===== config.mk =====
export PLATFORM = sky130hd
export DESIGN_NAME = nmea_sentence_framer_checksum
export DESIGN_NICKNAME = d
export VERILOG_FILES = /design/src/hw/rtl/nsfc_pkg.sv /design/src/hw/rtl/nsfc_in_reg.sv /design/src/hw/rtl/nsfc_core.sv /design/src/hw/rtl/nsfc_out_reg.sv /design/src/hw/rtl/nmea_sentence_framer_checksum.sv
export SDC_FILE = /design/constraint.sdc
export NUM_CORES = 1
export LEC_CHECK = 0
export BUFFER_PORTS_ARGS = -buffer_cell sky130_fd_sc_hd__buf_2
export CORE_MARGIN = 10
export CORE_UTILIZATION = 35
export CTS_BUF_LIST = sky130_fd_sc_hd__clkbuf_2 sky130_fd_sc_hd__clkbuf_4 sky130_fd_sc_hd__clkbuf_8
export CTS_CLUSTER_DIAMETER = 30
export DETAILED_ROUTE_END_ITERATION = 6
export SYNTH_ARGS = -nofsm -noshare
export SYNTH_HDL_FRONTEND = slang
export SYNTH_HIERARCHICAL = 1
export SYNTH_SLANG_ARGS = --single-unit
export TNS_END_PERCENT = 30

===== constraint.sdc =====
create_clock -name clk -period 6.3 [get_ports clk]
set_clock_uncertainty 0.1 [all_clocks]
set_input_delay 0.945 -clock clk [delete_from_list [all_inputs] [get_ports clk]]
set_output_delay 0.945 -clock clk [all_outputs]
set_load 0.01 [all_outputs]

===== src/hw/rtl/nsfc_pkg.sv =====
package nsfc_pkg;

	localparam int MAX_LEN_DEF = 82;

	localparam logic [7:0] START_CHAR_RST = 8'h21;
	localparam logic [7:0] CHAR_STAR      = 8'h2A;
	localparam logic [7:0] CHAR_COMMA     = 8'h2C;
	localparam logic [6:0] FIELD_CAP      = 7'd126;

	typedef enum logic {
		KIND_CHAR   = 1'b0,
		KIND_STATUS = 1'b1
	} kind_t;

	typedef enum logic [1:0] {
		ST_OK       = 2'd0,
		ST_MISMATCH = 2'd1,
		ST_BAD_HEX  = 2'd2,
		ST_OVERFLOW = 2'd3
	} status_t;

	typedef struct packed {
		kind_t      kind;
		logic [7:0] char_value;
		logic [6:0] field_index;
		status_t    status;
		logic [7:0] received_sum;
		logic [7:0] computed_sum;
		logic [6:0] body_length;
		logic [6:0] field_count;
	} result_t;

	// Space, tab, LF, VT, FF, CR and NUL end the emitted part of a body.
	function automatic logic is_stop(input logic [7:0] b);
		return (b == 8'h00) || (b == 8'h20) || ((b >= 8'h09) && (b <= 8'h0D));
	endfunction

	// Returns the digit value in the low four bits and a bad-digit flag on top.
	function automatic logic [4:0] hex_decode(input logic [7:0] b);
		logic [7:0] d;
		d = 8'h00;
		if ((b >= 8'h30) && (b <= 8'h39)) begin
			d = b - 8'h30;
			return {1'b0, d[3:0]};
		end
		if ((b >= 8'h41) && (b <= 8'h46)) begin
			d = b - 8'h37;
			return {1'b0, d[3:0]};
		end
		if ((b >= 8'h61) && (b <= 8'h66)) begin
			d = b - 8'h57;
			return {1'b0, d[3:0]};
		end
		return {1'b1, 4'h0};
	endfunction

endpackage


===== src/hw/rtl/nsfc_in_reg.sv =====
module nsfc_in_reg
	import nsfc_pkg::*;
(
	input  logic       clk,
	input  logic       arst_n,
	input  logic       in_valid,
	output logic       in_stall,
	input  logic [7:0] rx_byte,
	input  logic       advance,
	output logic       valid_s1,
	output logic [7:0] byte_s1
);

	logic valid_q_s1;

	// The stage holds its byte until the core consumes it.
	assign in_stall = valid_q_s1 && !advance;
	assign valid_s1 = valid_q_s1;

	always_ff @(posedge clk or negedge arst_n) begin
		if (!arst_n) begin
			valid_q_s1 <= 1'b0;
		end else if (!in_stall) begin
			valid_q_s1 <= in_valid;
		end
	end

	always_ff @(posedge clk) begin
		if (in_valid && !in_stall) begin
			byte_s1 <= rx_byte;
		end
	end

endmodule


===== src/hw/rtl/nsfc_core.sv =====
module nsfc_core
	import nsfc_pkg::*;
#(
	parameter int MAX_LEN = MAX_LEN_DEF
)
(
	input  logic       clk,
	input  logic       arst_n,
	input  logic       cfg_wr_en,
	input  logic [7:0] cfg_wr_data,
	input  logic       advance,
	input  logic [7:0] byte_s1,
	output logic       res_valid,
	output result_t    res
);

	typedef enum logic [1:0] {
		PH_WAIT,
		PH_BODY,
		PH_DIGIT_HI,
		PH_DIGIT_LO
	} phase_t;

	localparam logic [6:0] MaxLen = 7'(MAX_LEN);

	phase_t     phase_q, phase_d;
	logic [7:0] start_char_q;
	logic [7:0] sum_q, sum_d;
	logic [6:0] len_q, len_d;
	logic [6:0] field_q, field_d;
	logic [3:0] first_digit_q, first_digit_d;
	logic       bad_hex_q, bad_hex_d;
	logic       overflow_q, overflow_d;
	logic       stopped_q, stopped_d;
	logic [4:0] hex;
	logic [7:0] rx_sum;

	assign hex    = hex_decode(byte_s1);
	assign rx_sum = {first_digit_q, hex[3:0]};

	always_comb begin
		phase_d       = phase_q;
		sum_d         = sum_q;
		len_d         = len_q;
		field_d       = field_q;
		first_digit_d = first_digit_q;
		bad_hex_d     = bad_hex_q;
		overflow_d    = overflow_q;
		stopped_d     = stopped_q;
		res_valid     = 1'b0;
		res           = '0;
		case (phase_q)
			PH_WAIT: begin
				if (byte_s1 == start_char_q) begin
					phase_d       = PH_BODY;
					sum_d         = 8'h00;
					len_d         = 7'd0;
					field_d       = 7'd0;
					first_digit_d = 4'h0;
					bad_hex_d     = 1'b0;
					overflow_d    = 1'b0;
					stopped_d     = 1'b0;
				end
			end
			PH_BODY: begin
				if (byte_s1 == CHAR_STAR) begin
					phase_d = PH_DIGIT_HI;
				end else begin
					sum_d = sum_q ^ byte_s1;
					if (len_q >= MaxLen) begin
						overflow_d = 1'b1;
					end else begin
						len_d = len_q + 7'd1;
						if (!stopped_q) begin
							if (is_stop(byte_s1)) begin
								stopped_d = 1'b1;
							end else begin
								res_valid       = 1'b1;
								res.kind        = KIND_CHAR;
								res.char_value  = byte_s1;
								res.field_index = field_q;
								if ((byte_s1 == CHAR_COMMA) && (field_q < FIELD_CAP)) begin
									field_d = field_q + 7'd1;
								end
							end
						end
					end
				end
			end
			PH_DIGIT_HI: begin
				first_digit_d = hex[3:0];
				bad_hex_d     = bad_hex_q | hex[4];
				phase_d       = PH_DIGIT_LO;
			end
			PH_DIGIT_LO: begin
				bad_hex_d          = bad_hex_q | hex[4];
				res_valid          = 1'b1;
				res.kind           = KIND_STATUS;
				res.received_sum   = rx_sum;
				res.computed_sum   = sum_q;
				res.body_length    = len_q;
				res.field_count    = field_q + 7'd1;
				if (overflow_q) begin
					res.status = ST_OVERFLOW;
				end else if (bad_hex_q || hex[4]) begin
					res.status = ST_BAD_HEX;
				end else if (rx_sum != sum_q) begin
					res.status = ST_MISMATCH;
				end else begin
					res.status = ST_OK;
				end
				phase_d = PH_WAIT;
			end
			default: begin
				phase_d = PH_WAIT;
			end
		endcase
	end

	always_ff @(posedge clk or negedge arst_n) begin
		if (!arst_n) begin
			start_char_q <= START_CHAR_RST;
		end else if (cfg_wr_en) begin
			start_char_q <= cfg_wr_data;
		end
	end

	always_ff @(posedge clk or negedge arst_n) begin
		if (!arst_n) begin
			phase_q       <= PH_WAIT;
			sum_q         <= 8'h00;
			len_q         <= 7'd0;
			field_q       <= 7'd0;
			first_digit_q <= 4'h0;
			bad_hex_q     <= 1'b0;
			overflow_q    <= 1'b0;
			stopped_q     <= 1'b0;
		end else if (advance) begin
			phase_q       <= phase_d;
			sum_q         <= sum_d;
			len_q         <= len_d;
			field_q       <= field_d;
			first_digit_q <= first_digit_d;
			bad_hex_q     <= bad_hex_d;
			overflow_q    <= overflow_d;
			stopped_q     <= stopped_d;
		end
	end

endmodule


===== src/hw/rtl/nsfc_out_reg.sv =====
module nsfc_out_reg
	import nsfc_pkg::*;
(
	input  logic    clk,
	input  logic    arst_n,
	input  logic    valid_s1,
	input  logic    res_valid,
	input  result_t res,
	input  logic    out_stall,
	output logic    out_valid,
	output logic    advance,
	output result_t res_q
);

	logic out_valid_q;

	// The byte in the input stage moves on whenever the result slot is free
	// or is being emptied in this cycle.
	assign advance   = valid_s1 && (!out_valid_q || !out_stall);
	assign out_valid = out_valid_q;

	always_ff @(posedge clk or negedge arst_n) begin
		if (!arst_n) begin
			out_valid_q <= 1'b0;
		end else if (advance && res_valid) begin
			out_valid_q <= 1'b1;
		end else if (!out_stall) begin
			out_valid_q <= 1'b0;
		end
	end

	always_ff @(posedge clk) begin
		if (advance && res_valid) begin
			res_q <= res;
		end
	end

endmodule


===== src/hw/rtl/nmea_sentence_framer_checksum.sv =====
// Sentence framer and XOR checksum checker for NMEA 0183 style sentences.
//
// Input channel: one received byte per transaction on rx_byte, taken when
// in_valid is high and in_stall is low. Outside a sentence the block waits
// for start_char ('!' after reset); the body runs up to '*', and the two
// hex digits after '*' close the sentence.
// Output channel: a transaction moves when out_valid is high and out_stall
// is low. A kind 0 transaction carries one body byte and its field index;
// a kind 1 transaction carries the end-of-sentence status with the parsed
// and computed checksums, the stored body length and the field count.
// Some bytes, such as those outside a sentence, cause no output transaction at all.
// Path: an accepted byte goes into the input register, and its result into
// the result register, which drives out_valid. Throughput is one byte per
// cycle while the receiver does not stall.
// When the receiver stalls, the held result stays unchanged; at most one
// more byte is taken into the input register, and then in_stall rises until the
// result register drains.
// Reset clears all sentence state and both pipeline valid flags and sets
// start_char back to '!'. Write start_char only while the block is idle.
module nmea_sentence_framer_checksum
	import nsfc_pkg::*;
#(
	parameter int MAX_LEN = MAX_LEN_DEF
)
(
	input  logic       clk,
	input  logic       arst_n,
	input  logic       cfg_wr_en,
	input  logic [7:0] cfg_wr_data,
	input  logic       in_valid,
	output logic       in_stall,
	input  logic [7:0] rx_byte,
	output logic       out_valid,
	input  logic       out_stall,
	output logic       kind,
	output logic [7:0] char_value,
	output logic [6:0] field_index,
	output logic [1:0] status,
	output logic [7:0] received_sum,
	output logic [7:0] computed_sum,
	output logic [6:0] body_length,
	output logic [6:0] field_count
);

	logic       valid_s1;
	logic [7:0] byte_s1;
	logic       advance;
	logic       res_valid;
	result_t    res;
	result_t    res_q;

	// Input register: holds one byte ahead of the core and stalls the sender while that byte cannot advance.
	nsfc_in_reg u_in_reg (
		.clk      (clk),
		.arst_n   (arst_n),
		.in_valid (in_valid),
		.in_stall (in_stall),
		.rx_byte  (rx_byte),
		.advance  (advance),
		.valid_s1 (valid_s1),
		.byte_s1  (byte_s1)
	);

	// Sentence state and the per-byte update, one byte per cycle while advance is high.
	nsfc_core #(
		.MAX_LEN (MAX_LEN)
	) u_core (
		.clk         (clk),
		.arst_n      (arst_n),
		.cfg_wr_en   (cfg_wr_en),
		.cfg_wr_data (cfg_wr_data),
		.advance     (advance),
		.byte_s1     (byte_s1),
		.res_valid   (res_valid),
		.res         (res)
	);

	// Result register: holds a transaction until the receiver takes it.
	nsfc_out_reg u_out_reg (
		.clk       (clk),
		.arst_n    (arst_n),
		.valid_s1  (valid_s1),
		.res_valid (res_valid),
		.res       (res),
		.out_stall (out_stall),
		.out_valid (out_valid),
		.advance   (advance),
		.res_q     (res_q)
	);

	assign kind         = res_q.kind;
	assign char_value   = res_q.char_value;
	assign field_index  = res_q.field_index;
	assign status       = res_q.status;
	assign received_sum = res_q.received_sum;
	assign computed_sum = res_q.computed_sum;
	assign body_length  = res_q.body_length;
	assign field_count  = res_q.field_count;

endmodule

==> results of run 1 <==
==> power by group through the flow <==
stage	combinational [mW]	clock, mW	sequential, mW
after detailed placement	0.829	0	1.06
after global routing	0.914	0.396	1.07
after CTS	0.831	0.373	1.04
final	0.814	0.359	1.04
after floorplan	0.512	0	1.10
after global placement	0.807	0	1.05
==> how the worst min path moves through the flow <==
stage                                        end  slack, ns  cells after the start              startpoint
after floorplan                 u_core/bad_hex_q       0.39                      2        u_core/bad_hex_q
after global placement          u_core/bad_hex_q       0.41                      2        u_core/bad_hex_q
after detailed placement  u_core/start_char_q[3]       0.43                      1  u_core/start_char_q[3]
after CTS                       u_core/bad_hex_q       0.45                      2        u_core/bad_hex_q
after global routing      u_core/start_char_q[3]       0.45                      1  u_core/start_char_q[3]
final                     u_core/start_char_q[3]       0.44                      1  u_core/start_char_q[3]
==> synthesized netlist by cell type, drive strengths merged (2+ instances only) <==
cell     instances
inv             22
o21a             7
nor4b            2
nor2b            5
a2111oi          2
and3             2
a41oi            2
ha              12
o21bai           6
dfrtp           39
nand2           12
mux2i            5
dfstp            2
buf              6
a211o            2
nor3             4
xnor2           10
a21oi            5
clkbuf          11
a22oi            8
nand2b           2
xor2             5
or4              8
a32o             3
or2              3
o31ai            9
o21ai           14
mux2            11
o211ai           6
and2            43
a2bb2oi          2
nor2            14
nand3           17
nand4            6
edfxtp          56
nor4             4
==> per-stage QoR <==
stage / hold WS, ns / utilization (%) / power, mW
global placement: 0.414 / 39.5 / 1.86
finish: 0.443 / 40.8 / 2.22
global route: 0.452 / 40.8 / 2.38
detailed placement: 0.426 / 39.5 / 1.89
CTS: 0.446 / 40.8 / 2.25
floorplan: 0.388 / - / 1.61
==> flip-flops by register name, summed over array words and instances (netlist names) <==
name / flops
u_core/start_char_q: 8
u_in_reg/valid_s1: 1
u_core/overflow_q: 1
u_core/len_q: 7
u_core/phase_q: 2
u_out_reg/out_valid: 1
u_core/stopped_q: 1
u_core/bad_hex_q: 1
u_in_reg/byte_s1: 8
u_core/first_digit_q: 4
u_core/sum_q: 8
u_out_reg/res_q: 48
u_core/field_q: 7
==> layer usage <==
layer,share of wire [%],GRT usage (%),vias to the layer above
met2,46,18.8,106
met5,0,0,-
met4,1.7,4.50,0
met3,7.6,4.50,14
li1,-,-,1540
met1,45,14.9,1578
==> layout make-up <==
| cell class | count | area (um2) |
|---|---|---|
| clock buffers | 10 | 131 |
| clock inverters | 6 | 35.0 |
| fillers | 1294 | 7850 |
| inverters | 22 | 82.6 |
| multi-input cells | 249 | 1840 |
| flip-flops and latches | 97 | 2710 |
| well taps | 176 | 220 |
| repair buffers | 73 | 373 |
==> cell families (layout without fill, tap and decap cells) <==
logic type / count (synthesis) / count (layout)
XOR/XNOR: 15 / 15
buffers and inverters: 39 / 111
AO/OA/AOI/OAI: 78 / 78
multiplexers: 16 / 16
AND/OR/NAND/NOR: 128 / 128
flip-flops: 97 / 97
adder cells (fa/ha/maj): 12 / 12
==> worst reg2reg max path: stages, from the launching register on <==
cell	delay (ns)
edfxtp_1	0.52
inv_1	0.23
ha_1	0.24
or3b_4	0.41
a32oi_1	0.20
a211oi_1	0.11
nor4_4	0.70
or2_2	0.23
nand2_1	0.09
a21oi_4	0.12
buf_4	0.51
==> impl_metrics.env, run 1 <==
export IMPL_status="completed"
export IMPL_first_iter_violations=234
export IMPL_worst_path_buf_inv=2
export IMPL_finalWorstSetupSlack_ns=2.43
export IMPL_pwr_share_comb_pct=36.7
export IMPL_final_setup_viol_count=0
export IMPL_cts_clk_slew_worst_paths_ns=0.09
export IMPL_ys_flop_type="edfxtp_1"
export IMPL_cts_buffers=9
export IMPL_cpPeakStageDelay_ns=0.70
export IMPL_num_antenna_cells=0
export IMPL_layout_common_cells="70 x buf_2, 56 x edfxtp_1, 42 x and2_1, 39 x dfrtp_1, 22 x inv_1"
export IMPL_yosysTopAreaCellShare_pct=35.6
export IMPL_start_kind="flip-flop"
export IMPL_gp_congestion=0.822
export IMPL_worst_path_stages=10
export IMPL_dp_hpwl_um=7650
export IMPL_ff2ff_path_depth=10
export IMPL_rsz0062_at_grt="no"
export IMPL_grt_antenna_before_repair=0
export IMPL_grt_overflow_total=0
export IMPL_syn_to_final_growth_pct=14.2
export IMPL_core_um2=13200
export IMPL_drv_slew=0
export IMPL_layout_commonest_cell="buf_2"
export IMPL_async_reset_ff_share_pct=42.3
export IMPL_place_inst=617
export IMPL_crit_slowest_cell="nor4_4"
export IMPL_critPathMaxFanout=48
export IMPL_grt_max_degree=49
export IMPL_maxSlewHeadroom_pct=30.7
export IMPL_worstReg2RegStart="u_in_reg/byte_s1[0]"
export IMPL_ys_types=66
export IMPL_tritoncts="yes"
export IMPL_fin_tns_setup_ns=0
export IMPL_power_frac_seq_pct=47.0
export IMPL_synth_seq_cells=97
export IMPL_synth_edff_count=56
export IMPL_hp_class="flip-flop to flip-flop"
export IMPL_cp_end_kind="flip-flop"
export IMPL_p_clk_share_pct=16.2
export IMPL_dieWidth_um=136
export IMPL_path_cells="inv_1 > ha_1 > or3b_4 > a32oi_1 > a211oi_1 > nor4_4 > or2_2 > nand2_1 > a21oi_4 > buf_4"
export IMPL_crit_path_start="u_in_reg/byte_s1[0]"
export IMPL_synthCells=385
export IMPL_grt_pass1_wl_um=17600
export IMPL_max_freq_ghz=0.259
export IMPL_yosys_area_share_simple_pct=16.8
export IMPL_drive_above_1_share_pct=24.9
export IMPL_final_hold_viol_count=0
export IMPL_clk_latency_ns=0.38
export IMPL_synth_area_leaders="edfxtp_1 36%, dfrtp_1 21%, and2_1 5.6%"
export IMPL_p_leak_nw=2.21
export IMPL_first_global_vias=3318
export IMPL_ios=71
export IMPL_avgRoutedWirePerCell_um=17.1
export IMPL_syn_area_per_cell_um2=12.3
export IMPL_final_cell_area_um2=5400
export IMPL_synth_xor_area_share_pct=2.78
export IMPL_viasPerCell=5.12
export IMPL_port_buffers=70
export IMPL_row_count=42
export IMPL_r2r_slack_ns=2.43
export IMPL_clockRootBuffer="clkbuf_8"
export IMPL_synth_compound_area_share_pct=12.4
export IMPL_internal_power_mw=1.35
export IMPL_dieArea_um2=18500
export IMPL_place_area_um2=5230
export IMPL_grtUsageTotal_pct=12.0
export IMPL_cp_arrival_ns=3.79
export IMPL_clock_path_buffers=2
export IMPL_p_per_area_nw_per_um2=410
export IMPL_cts_hold_buf=0
export IMPL_ant_nets=0
export IMPL_seq_area_frac_synth_pct=57.4
export IMPL_muxShareOfSynthArea_pct=3.68
export IMPL_switching_share_pct=38.9
export IMPL_cap_violations=0
export IMPL_nets=485
export IMPL_synthAdderAreaFrac_pct=3.18
export IMPL_path_class="flip-flop to flip-flop"
export IMPL_cts_setup_buffers=0
export IMPL_vias=3238
export IMPL_synth_largest_area_cell="edfxtp_1"
export IMPL_yosysWarnings=6
export IMPL_synthesis_nets=418
export IMPL_die_y_um=136
export IMPL_synth_top_family_by_area="simple AND/OR/NAND/NOR gates"
export IMPL_period_needed_ns=3.87
export IMPL_htree_levels=3
export IMPL_crit_end="u_out_reg/res_q[23]"
export IMPL_drc=0
export IMPL_crit_required_ns=6.22
export IMPL_cp_top_family="simple AND/OR/NAND/NOR gates"
export IMPL_peakVddDrop_v=0.000173
export IMPL_drtPass1Iterations=5
export IMPL_start_util_pct=35.7
export IMPL_worstMarginPinSlew_ns=1.03
export IMPL_layout_cells_non_filler=633
export IMPL_r2r_end="u_out_reg/res_q[23]"
export IMPL_power_switching_mw=0.861
export IMPL_drt_total_wl_um=10800
export IMPL_finalCritPeriodShare_pct=61.4
export IMPL_cts_sinks=97
export IMPL_cts_resized=0
export IMPL_pre_cts_slack_ns=2.44
export IMPL_netlist_area_um2=4720
Note: power is estimated with default switching activity, not from simulation.
==> run 2: changes to the inputs <==
--- a/config.mk
+++ b/config.mk
@@ -5,6 +5,7 @@
 export SDC_FILE = /design/constraint.sdc
 export NUM_CORES = 1
 export LEC_CHECK = 0
+export ABC_AREA = 1
 export BUFFER_PORTS_ARGS = -buffer_cell sky130_fd_sc_hd__buf_2
 export CORE_MARGIN = 10
 export CORE_UTILIZATION = 35
==> constraint.sdc (replaced) <==
create_clock -name clk -period 3.35 [get_ports clk]
set_clock_uncertainty 0.1 [all_clocks]
set_input_delay 0.5025 -clock clk [delete_from_list [all_inputs] [get_ports clk]]
set_output_delay 0.5025 -clock clk [all_outputs]
set_load 0.01 [all_outputs]
==> impl_metrics.env, run 2 <==
export IMPL_status="completed"
export IMPL_power_mw=4.10
export IMPL_cp_end_kind="flip-flop"
export IMPL_port_buffers=70
export IMPL_first_iter_violations=127
export IMPL_synth_largest_area_cell="edfxtp_1"
export IMPL_syn_area_per_cell_um2=9.76
export IMPL_tritoncts="yes"
export IMPL_layout_common_cells="106 x nand2_1, 70 x buf_2, 68 x inv_1, 59 x nor2_1, 56 x edfxtp_1"
export IMPL_cp_top_family="buffers and inverters"
export IMPL_drtPass1Iterations=4
export IMPL_gp_congestion=0.888
export IMPL_largest_reg_flops=48
export IMPL_grtUsageTotal_pct=11.6
export IMPL_grt_overflow_total=0
export IMPL_max_freq_ghz=0.386
export IMPL_start_kind="flip-flop"
export IMPL_grt_antenna_before_repair=0
export IMPL_synth_edff_count=56
export IMPL_crit_slowest_cell="edfxtp_1"
export IMPL_met1_usage_pct=14.6
export IMPL_grt_pass1_wl_um=17200
export IMPL_internal_power_mw=2.53
export IMPL_grt_max_degree=42
export IMPL_r2r_end="u_out_reg/res_q[45]"
export IMPL_grt_busiest_layer="met2"
export IMPL_holdWs_ns=0.190
export IMPL_num_antenna_cells=0
export IMPL_clock_path_buffers=2
export IMPL_worstMarginPinSlew_ns=0.956
export IMPL_worstReg2RegStart="u_in_reg/byte_s1[0]"
export IMPL_power_switching_mw=1.57
export IMPL_use_met3_pct=3.34
export IMPL_synth_area_leaders="edfxtp_1 36%, dfrtp_1 21%, nand2_1 8.5%"
export IMPL_drt_total_wl_um=10200
export IMPL_yosysWarnings=6
export IMPL_cpPeakStageDelay_ns=0.51
export IMPL_first_global_vias=3405
export IMPL_path_class="flip-flop to flip-flop"
export IMPL_viasPerCell=4.48
export IMPL_dieArea_um2=18300
export IMPL_place_area_um2=5190
export IMPL_die_y_um=135
export IMPL_cts_setup_buffers=0
export IMPL_synthesis_nets=511
export IMPL_cts_clk_slew_worst_paths_ns=0.10
export IMPL_synth_most_common_cell="nand2_1"
export IMPL_avgRoutedWirePerCell_um=13.9
export IMPL_p_leak_nw=2.55
export IMPL_synth_seq_cells=97
export IMPL_ff2ff_path_depth=12
export IMPL_period_needed_ns=2.59
export IMPL_pre_cts_slack_ns=0.729
export IMPL_finalWorstSetupSlack_ns=0.759
export IMPL_cts_hold_buf=0
export IMPL_vias=3278
export IMPL_worst_path_buf_inv=4
export IMPL_grtUsageMet2_pct=18.9
export IMPL_pwr_share_comb_pct=35.0
export IMPL_yosysTopAreaCellShare_pct=36.0
export IMPL_r2r_slack_ns=0.76
export IMPL_row_count=42
export IMPL_netlist_area_um2=4670
export IMPL_layout_commonest_cell="nand2_1"
export IMPL_drc=0
export IMPL_start_util_pct=35.5
export IMPL_synthCells=478
export IMPL_hp_class="input pin to asynchronous set/reset pin"
export IMPL_fin_tns_setup_ns=0
export IMPL_drive_above_1_share_pct=20.7
export IMPL_final_hold_viol_count=0
export IMPL_nets=584
export IMPL_crit_required_ns=3.28
export IMPL_ys_types=33
export IMPL_maxSlewHeadroom_pct=36.3
export IMPL_async_reset_ff_share_pct=42.3
export IMPL_seq_area_frac_synth_pct=58.1
export IMPL_ios=71
export IMPL_htree_levels=3
export IMPL_drv_slew=0
export IMPL_dp_hpwl_um=7830
export IMPL_p_per_area_nw_per_um2=760
export IMPL_clockRootBuffer="clkbuf_8"
export IMPL_finalCritPeriodShare_pct=77.3
export IMPL_switching_share_pct=38.4
export IMPL_clk_latency_ns=0.36
export IMPL_p_clk_share_pct=18.4
export IMPL_rsz0062_at_grt="no"
export IMPL_yosys_top_cells_count="106 x nand2_1, 68 x inv_1, 59 x nor2_1"
export IMPL_ant_nets=0
export IMPL_ys_flop_type="edfxtp_1"
export IMPL_critPathMaxFanout=30
export IMPL_final_cell_area_um2=5390
export IMPL_cts_resized=0
export IMPL_final_setup_viol_count=0
export IMPL_dieWidth_um=135
export IMPL_power_frac_seq_pct=46.6
export IMPL_cts_sinks=97
export IMPL_cap_violations=0
export IMPL_syn_to_final_growth_pct=15.6
export IMPL_core_um2=13100
export IMPL_top_register="u_out_reg/res_q"
export IMPL_path_cells="inv_1 > ha_1 > inv_1 > nand3_1 > o2111ai_1 > nand2_1 > nand2_1 > nand3_1 > nand2_1 > inv_1 > nor2_4 > buf_4"
export IMPL_worst_path_stages=12
export IMPL_cts_buffers=9
export IMPL_peakVddDrop_v=0.000238
export IMPL_cp_arrival_ns=2.52
[run 2: per-stage QoR]
stage	util [%]	cells
3_5_place_dp	39.5	716
3_3_place_gp	39.5	716
2_1_floorplan	-	478
5_1_grt	41.0	732
6_report	41.0	732
4_1_cts	41.0	732
[run 2: layout make-up]
cell class	instances	area [um2]
clock inverter	6	67.6
sequential	97	2710
timing repair buffer	75	388
inverter	70	263
multi-input combinational	298	1610
fill	1336	7740
tap	176	220
clock buffer	10	131
[run 2: worst reg2reg max path, stage by stage (launching register included)]
cell       delay, ns
edfxtp_1        0.51
inv_1           0.16
ha_1            0.25
inv_1           0.06
nand3_1         0.07
o2111ai_1       0.19
nand2_1         0.08
nand2_1         0.09
nand3_1         0.11
nand2_1         0.07
inv_1           0.09
nor2_4          0.11
buf_4           0.34
[run 2: power groups by stage]
stage / clock, mW / combinational [mW] / sequential [mW]
detailed placement: 0 / 1.46 / 1.94
finish: 0.754 / 1.44 / 1.91
floorplan: 0 / 0.908 / 1.99
CTS: 0.776 / 1.47 / 1.91
global route: 0.826 / 1.66 / 1.96
global placement: 0 / 1.44 / 1.93
[run 2: how the worst max path moves through the flow]
stage,from,endpoint,slack [ns]
final,u_in_reg/byte_s1[0],u_out_reg/res_q[45],0.76
after global routing,u_in_reg/byte_s1[0],u_out_reg/res_q[43],0.43
after CTS,u_in_reg/byte_s1[0],u_out_reg/res_q[17],0.72
after detailed placement,u_in_reg/byte_s1[0],u_out_reg/res_q[16],0.73
after global placement,u_in_reg/byte_s1[0],u_out_reg/res_q[40],0.84
after floorplan,u_in_reg/byte_s1[0],u_out_reg/res_q[0],0.38
[run 2: cell families (layout without fill, tap and decap cells)]
family                     count (synthesis)  count (layout)  share of synthesized area, %
AOI/OAI and AO/OA                         42              42                          5.42
xor gates and xnor gates                  27              27                          5.07
adders and majority gates                 12              12                          3.22
buffers and inverters                     83             161                          7.45
DFF                                       97              97                          58.1
muxes                                      7               7                          1.69
and+or+nand+nor                          210             210                          19.1
[run 2: metal layers]
layer	part of all wire, %	wire (um)	vias up
met1	46	4650	1513
li1	-	-	1677
met3	6.8	689	6
met5	0	0	-
met2	47	4760	82
met4	0.92	94	0
